### src/rtl/core/qau_pkg.sv
`timescale 1ns / 1ps
// ----------------------------------------------------------------------------
// Quaternion arithmetic unit package
// Shared widths, opcodes, pipeline sideband type and the saturation helper.
// ----------------------------------------------------------------------------
package qau_pkg;

    localparam int FRAC_BITS = 28;
    localparam int WORD_W    = 32;
    localparam int PROD_W    = 2 * WORD_W;
    localparam int SUM_W     = PROD_W + 2;
    localparam int SHIFT_W   = SUM_W - FRAC_BITS;
    localparam int TR_W      = FRAC_BITS + 3;
    localparam int RAD_W     = SUM_W;
    localparam int ROOT_W    = RAD_W / 2;
    localparam int REM_W     = ROOT_W + 2;
    localparam int TOL_W     = 29;
    localparam int OP_W      = 3;

    typedef enum logic [OP_W-1:0] {
        OP_MUL   = 3'd0,
        OP_CONJ  = 3'd1,
        OP_SCALE = 3'd2,
        OP_NORM  = 3'd3,
        OP_TRACE = 3'd4,
        OP_DIST  = 3'd5,
        OP_UNIT  = 3'd6
    } op_e;

    // Hamilton product sign pattern per lane, bit k set means subtract term k
    localparam logic [3:0][3:0] MUL_NEG = {4'b0100, 4'b0010, 4'b1000, 4'b1110};

    typedef struct packed {
        logic                     valid;
        logic [OP_W-1:0]          op;
        logic [3:0][WORD_W-1:0]   r;
        logic [WORD_W-1:0]        scal;
        logic                     ov;
        logic                     tr_ok;
    } side_t;

    // Saturate to a signed word; bit WORD_W of the result is the overflow flag
    function automatic logic [WORD_W:0] sat_word(input logic signed [SHIFT_W-1:0] v);
        logic signed [SHIFT_W-1:0] max_v;
        logic signed [SHIFT_W-1:0] min_v;
        max_v = {{(SHIFT_W-WORD_W+1){1'b0}}, {(WORD_W-1){1'b1}}};
        min_v = {{(SHIFT_W-WORD_W+1){1'b1}}, {(WORD_W-1){1'b0}}};
        if (v > max_v)
            sat_word = {1'b1, max_v[WORD_W-1:0]};
        else if (v < min_v)
            sat_word = {1'b1, min_v[WORD_W-1:0]};
        else
            sat_word = {1'b0, v[WORD_W-1:0]};
    endfunction

endpackage

### src/rtl/core/qau_merge.sv
`timescale 1ns / 1ps
// ----------------------------------------------------------------------------
// Quaternion unit merge stage
// Floor-shifts and saturates the lane sums, and builds the square-root radicand.
// ----------------------------------------------------------------------------
module qau_merge (
    input  logic                                  clk,
    input  logic                                  rst_n,
    input  logic                                  in_valid,
    input  logic [qau_pkg::OP_W-1:0]              op,
    input  logic [3:0][qau_pkg::WORD_W-1:0]       p,
    input  logic [3:0][qau_pkg::SUM_W-1:0]        sums,
    output qau_pkg::side_t                        side,
    output logic [qau_pkg::RAD_W-1:0]             rad
);
    import qau_pkg::*;

    localparam logic signed [SHIFT_W:0] TR_MAX   = (SHIFT_W+1)'(1) << (FRAC_BITS + 1);
    localparam logic signed [SHIFT_W:0] TR_MIN   = -TR_MAX;
    localparam logic [RAD_W-1:0]        RAD_FOUR = RAD_W'(1) << (2 * FRAC_BITS + 2);

    side_t                     side_next;
    side_t                     side_c_reg;
    side_t                     side_d_reg;
    logic signed [SHIFT_W-1:0] sh [4];
    logic signed [SHIFT_W:0]   tr_full;
    logic [WORD_W:0]           st;
    logic [TR_W-1:0]           tr_next;
    logic [TR_W-1:0]           tr_reg;
    logic [RAD_W-1:0]          norm_next;
    logic [RAD_W-1:0]          norm_reg;
    logic signed [2*TR_W-1:0]  sq;
    logic [RAD_W-1:0]          rad_next;
    logic [RAD_W-1:0]          rad_reg;

    // Floor-shift the sums and select the per-opcode results
    always_comb
    begin
        side_next       = '0;
        side_next.valid = in_valid;
        side_next.op    = op;
        st              = '0;
        for (int k = 0; k < 4; k++)
        begin
            sh[k] = $signed(sums[k][SUM_W-1:FRAC_BITS]);
        end
        tr_full   = {sh[0], 1'b0};
        tr_next   = tr_full[TR_W-1:0];
        norm_next = {1'b0, sums[0][SUM_W-2:0]};
        case (op) inside
            OP_MUL, OP_SCALE:
            begin
                for (int k = 0; k < 4; k++)
                begin
                    st             = sat_word(sh[k]);
                    side_next.r[k] = st[WORD_W-1:0];
                    side_next.ov   = side_next.ov | st[WORD_W];
                end
            end
            OP_CONJ:
            begin
                side_next.r[0] = p[0];
                for (int k = 1; k < 4; k++)
                begin
                    st             = sat_word(-SHIFT_W'($signed(p[k])));
                    side_next.r[k] = st[WORD_W-1:0];
                    side_next.ov   = side_next.ov | st[WORD_W];
                end
            end
            OP_TRACE:
            begin
                st             = sat_word(SHIFT_W'($signed(p[0])) <<< 1);
                side_next.scal = st[WORD_W-1:0];
                side_next.ov   = st[WORD_W];
            end
            OP_DIST:
            begin
                side_next.tr_ok = (tr_full <= TR_MAX) && (tr_full >= TR_MIN);
            end
            default:
            begin
                side_next.ov = 1'b0;
            end
        endcase
    end

    // Square the trace for the distance, else pass the norm sum through
    assign sq       = $signed(tr_reg) * $signed(tr_reg);
    assign rad_next = (side_c_reg.op == OP_DIST) ? RAD_FOUR - RAD_W'($unsigned(sq)) : norm_reg;

    // Advance the sideband through both merge stages
    always_ff @(posedge clk or negedge rst_n)
    begin
        if (!rst_n)
        begin
            side_c_reg <= '0;
            side_d_reg <= '0;
        end
        else
        begin
            side_c_reg <= side_next;
            side_d_reg <= side_c_reg;
        end
    end

    always_ff @(posedge clk)
    begin
        tr_reg   <= tr_next;
        norm_reg <= norm_next;
        rad_reg  <= rad_next;
    end

    assign side = side_d_reg;
    assign rad  = rad_reg;

endmodule

### config.mk
export PLATFORM = sky130hd
export DESIGN_NAME = qau_merge
export DESIGN_NICKNAME = d
export VERILOG_FILES = /design/src/rtl/core/qau_pkg.sv /design/src/rtl/core/qau_merge.sv
export SDC_FILE = /design/constraint.sdc
export NUM_CORES = 2
export LEC_CHECK = 0
export ABC_CLOCK_PERIOD_IN_PS = 10600
export BUFFER_PORTS_ARGS = -buffer_cell sky130_fd_sc_hd__buf_2
export CAP_MARGIN = 0
export CORE_ASPECT_RATIO = 0.5
export CORE_MARGIN = 2
export CORE_UTILIZATION = 30
export CTS_CLUSTER_DIAMETER = 150
export DETAILED_ROUTE_END_ITERATION = 8
export SYNTH_ARGS = -nofsm -noshare
export SYNTH_HDL_FRONTEND = slang
export SYNTH_SLANG_ARGS = --single-unit
### constraint.sdc
create_clock -name clk -period 10.6 [get_ports clk]
set_input_delay 1.59 -clock clk [delete_from_list [all_inputs] [get_ports clk]]
set_output_delay 1.59 -clock clk [all_outputs]
set_load 0.02 [all_outputs]
---- Word level (Yosys, flattened, before mapping) ----
Index checks and enable logic that the tools add are counted.
word-level totals
  memories kept ........................... 0
  RAM bits ................................ 0
  logic and storage cells ................. 97
  bits of input ports ..................... 398
  output and inout port bits .............. 232
  bits in latches ......................... 0
  flip-flop bits (word level) ............. 493
  memory bits (read-only) ................. 0
cells by class
  divide/modulo/power cells ............... 0
  magnitude comparators ................... 18
  bitwise operators ....................... 5
  multiplexer cells ....................... 39
  equality and inequality tests ........... 5
  $mul .................................... 1
  shift operators ......................... 0
  reductions and logical operators ........ 3
  $add $sub $neg .......................... 4
operators by type and width
  cell                      number
  $mux W33                  26
  $gt A38 B32 Y1 const B    7
  $lt A38 B32 Y1 const B    7
  $mux W128                 2
  $neg A32 Y38              3
  $mux W32                  3
  $mux W65                  1
  $sub A59 B62 Y63 const A  1
  $mul A30 B30 Y60          1
  $ge A39 B30 Y1 const B    1
  $le A39 B31 Y1 const B    1
  $gt A33 B32 Y1 const B    1
  $lt A33 B32 Y1 const B    1
  $eq A3 B3 Y1 const B      3
  $mux W1                   7
  $or A1 B1 Y1              5
  $eq A3 B1 Y1 const B      1
  $eq A3 B2 Y1 const B      1
  $logic_not A3 Y1          1
  $reduce_or A2 Y1          1
  $logic_and A1 B1 Y1       1

---- Logic depth before layout (Yosys ltp) ----
  word-level depth ........................ 10
  mapped depth ............................ 33
  mapped depth without buffers ............ 30

---- Worst setup path before layout ----
No wires, ideal clock.
  path kind ............................... reg2reg
  start point ............................. register, netlist name norm_reg[31]
  end point ............................... register rad_reg[61] (netlist: rad[61])
  data arrival time ....................... 8.948 ns
  setup slack ............................. 1.589 ns
  period minus slack after synthesis ...... 9.011 ns
  stages on the path, launching flop included .. 29
  data required time ...................... 10.538 ns
  setup time .............................. 0.062 ns
  path buffers ............................ 2
  cell sequence ........................... dfxtp_1 clkbuf_1 inv_1 nor2_1 fa_1 inv_1 fa_1 inv_1 fa_1 fa_1 fa_1 fa_1 fa_1 inv_1 fa_1 inv_1 ha_1 clkbuf_1 nand4_1 or3_1 nor4_1 a32oi_1 nand2_1 xnor2_1 or3_1 a21oi_1 a41oi_2 or4_1 nand3_1
RTL lines
  what                    line              text
  end signal: assignment  qau_merge.sv:110  rad_reg <= rad_next;
  end: declaration        qau_merge.sv:34   logic [RAD_W-1:0] rad_reg;

==> flow_summary.json <==
{
  "status": "finished clean",
  "crit_end": "rad[61]$_DFF_P_",
  "multiInputGateArea_um2": 31600,
  "clock_latency_ns": 0.63,
  "netlist_instances": 4879,
  "row_count": 103,
  "crit_type": "flop to flop",
  "cpMostUsedCell": "fa_1",
  "num_io_pins": 630,
  "period_share": 0.9568,
  "track_usage": 0.1920,
  "hold_class": "flop to flop",
  "layout_commonest_cell": "inv_1",
  "synth_top_family_by_area": "adder cells",
  "ys.flop_type": "dfrtp_1",
  "cts_tree": "yes",
  "hold_violations": 0,
  "vias": 35071,
  "tns_ns": 0,
  "stdcell_count": 7535,
  "fin_skew_ns": 0.03230,
  "cp_data_required_time_ns": 11.14,
  "max_slew_margin": 0.1643,
  "drt_pass1_iterations": 6,
  "synth_fa_ha_area_frac": 0.4277,
  "core_um2": 157700,
  "clk_pin_slew_ns": 0.06,
  "fin_nets": 6869,
  "r2r-end": "rad[61]$_DFF_P_",
  "grt_pass1_vias": 36243,
  "ant_nets": 0,
  "yosysUniqueCellTypes": 102,
  "wl_per_cell_um": 20.53,
  "cts_buffers": 48,
  "worstRegToRegCells": 28,
  "start_kind": "flop",
  "clockBufferDepth": 3,
  "crit_start": "norm_reg[38]$_DFF_P_",
  "path_max_fanout": 12,
  "cts_sinks": 463,
  "synth_warnings": 0,
  "r2r_setup_slack_ns": 0.46,
  "netlist_area_um2": 47660,
  "numPortBuffers": 545,
  "vias_per_cell": 4.654,
  "grt_overflow": 0,
  "drive_gt1_frac": 0.1436,
  "synth_xor_area_frac": 0.03234,
  "gp_congestion": 0.9633,
  "critical_path_arrival_ns": 10.68,
  "synth-compound-area-share": 0.07337,
  "area_growth_syn_to_layout_pct": 14.77,
  "path_buf_inv": 6,
  "synthSimpleGateAreaFrac": 0.1275,
  "die_w_um": 567.7,
  "synthArstFlopShare": 0.7171,
  "critPathSlowestCell": "dfxtp_1",
  "cts_setup_buffers": 0,
  "fillers": 16263,
  "setup_violations": 0,
  "rsz0062_at_grt": "no",
  "grt_max_degree": 175,
  "die_h_um": 285.9,
  "hpwl_um": 131300,
  "cp-end-kind": "flop",
  "first_iter_violations": 2222,
  "antenna_found_initial": 23,
  "slowest_delay_ns": 0.86,
  "htreeDepth": 2,
  "seq_area_um2": 10930,
  "layout_common_cells": "inv_1 (1179), fa_1 (897), buf_2 (544)",
  "place_area_um2": 53040,
  "drv_slew": 0,
  "utilization": 0.3468,
  "synth.avg_cell_area_um2": 9.769,
  "die_area_um2": 162300,
  "final_area_um2": 54710,
  "tightest_slew_ns": 1.254,
  "synthesis.nets": 6368,
  "drc_errors": 0,
  "dp.cells": 7430,
  "ys_seq_area_frac": 0.2293,
  "grt_pass1_wl_um": 232800,
  "r2r_start": "norm_reg[38]$_DFF_P_",
  "clock.fmax_ghz": 0.09859,
  "ys_seq_elements": 463,
  "path_depth": 28,
  "crit_family": "adder cells",
  "root_buffer": "clkbuf_16",
  "drt-total-wl_um": 154700,
  "start_util": 0.3022,
  "synth_mux_area_frac": 0.001260,
  "period_needed_ns": 10.14,
  "drv_cap": 0,
  "synth_edf_count": 0
}
[kinds of logic (layout without fill, tap and decap cells)]
logic type,count (synthesis),count (layout)
DFF,463,463
buffers and inverters,1369,1909
and+or+nand+nor,1259,1259
AOI/OAI and AO/OA,515,515
xor gates and xnor gates,176,176
other,0,16
adders and majority gates,1091,1091
muxes,6,6
[what timing repair did]
action	4_1_cts	5_1_grt
gates resized for setup	0	2
endpoints found under the setup margin	0	7
hold buffers	0	0
[through the flow]
| stage | setup WS, ns | hold WS, ns |
|---|---|---|
| floorplan | 1.589 | 0.3312 |
| global placement | 0.6213 | 0.3315 |
| detailed placement | 0.5375 | 0.3347 |
| CTS | 0.4631 | 0.3262 |
| global route | 0.001616 | 0.3431 |
| finish | 0.4575 | 0.3198 |
[layout make-up]
type / count / share of cell area
inverters: 1183 / 0.08117
repair buffers: 637 / 0.06290
well taps: 2100 / 0.04803
clock inverters: 14 / 0.003980
diodes: 16 / 0.0007319
flip-flops and latches: 463 / 0.1999
multi-input cells: 3047 / 0.5777
clock buffers: 75 / 0.02564
[worst min path at each step]
stage / slack (ns) / depth (start not counted) / from / to
3_5_place_dp: 0.33 / 0 / side_c_reg[104]$_DFF_PN0_ / side[104]$_DFF_PN0_
3_3_place_gp: 0.33 / 0 / side_c_reg[12]$_DFF_PN0_ / side[12]$_DFF_PN0_
2_1_floorplan: 0.33 / 0 / side_c_reg[0]$_DFF_PN0_ / side[0]$_DFF_PN0_
6_report: 0.32 / 0 / side_c_reg[123]$_DFF_PN0_ / side[123]$_DFF_PN0_
5_1_grt: 0.34 / 0 / side_c_reg[155]$_DFF_PN0_ / side[155]$_DFF_PN0_
4_1_cts: 0.33 / 0 / side_c_reg[83]$_DFF_PN0_ / side[83]$_DFF_PN0_
[per-layer routing]
metal,global-route usage,share of wire
met3,0.02916,0.054
met5,0,0.00050
met1,0.2535,0.43
met2,0.3089,0.46
met4,0.09394,0.057
[synth_stat cells, types with 13 or more instances]
library cell,count,area share
a21oi_1,85,0.0089
nor3_1,45,0.0047
or2_2,14,0.0018
nor2_1,269,0.021
clkbuf_1,166,0.013
buf_2,15,0.0016
or3_1,33,0.0043
ha_1,194,0.051
and3_1,13,0.0017
nand2_1,473,0.037
inv_1,1180,0.093
dfxtp_1,131,0.055
fa_1,897,0.38
nand4_1,27,0.0035
o21ai_0,168,0.018
nand2b_1,21,0.0028
nor4_1,34,0.0045
dfrtp_1,332,0.17
xor2_1,74,0.014
a21o_1,60,0.0095
nand3_1,76,0.0080
o221ai_1,55,0.010
xnor2_1,102,0.019
and2_1,177,0.023
o31ai_1,19,0.0030
Power is not shown: default switching activity piles up to over one toggle a cycle in this logic, so the estimate is an artifact.
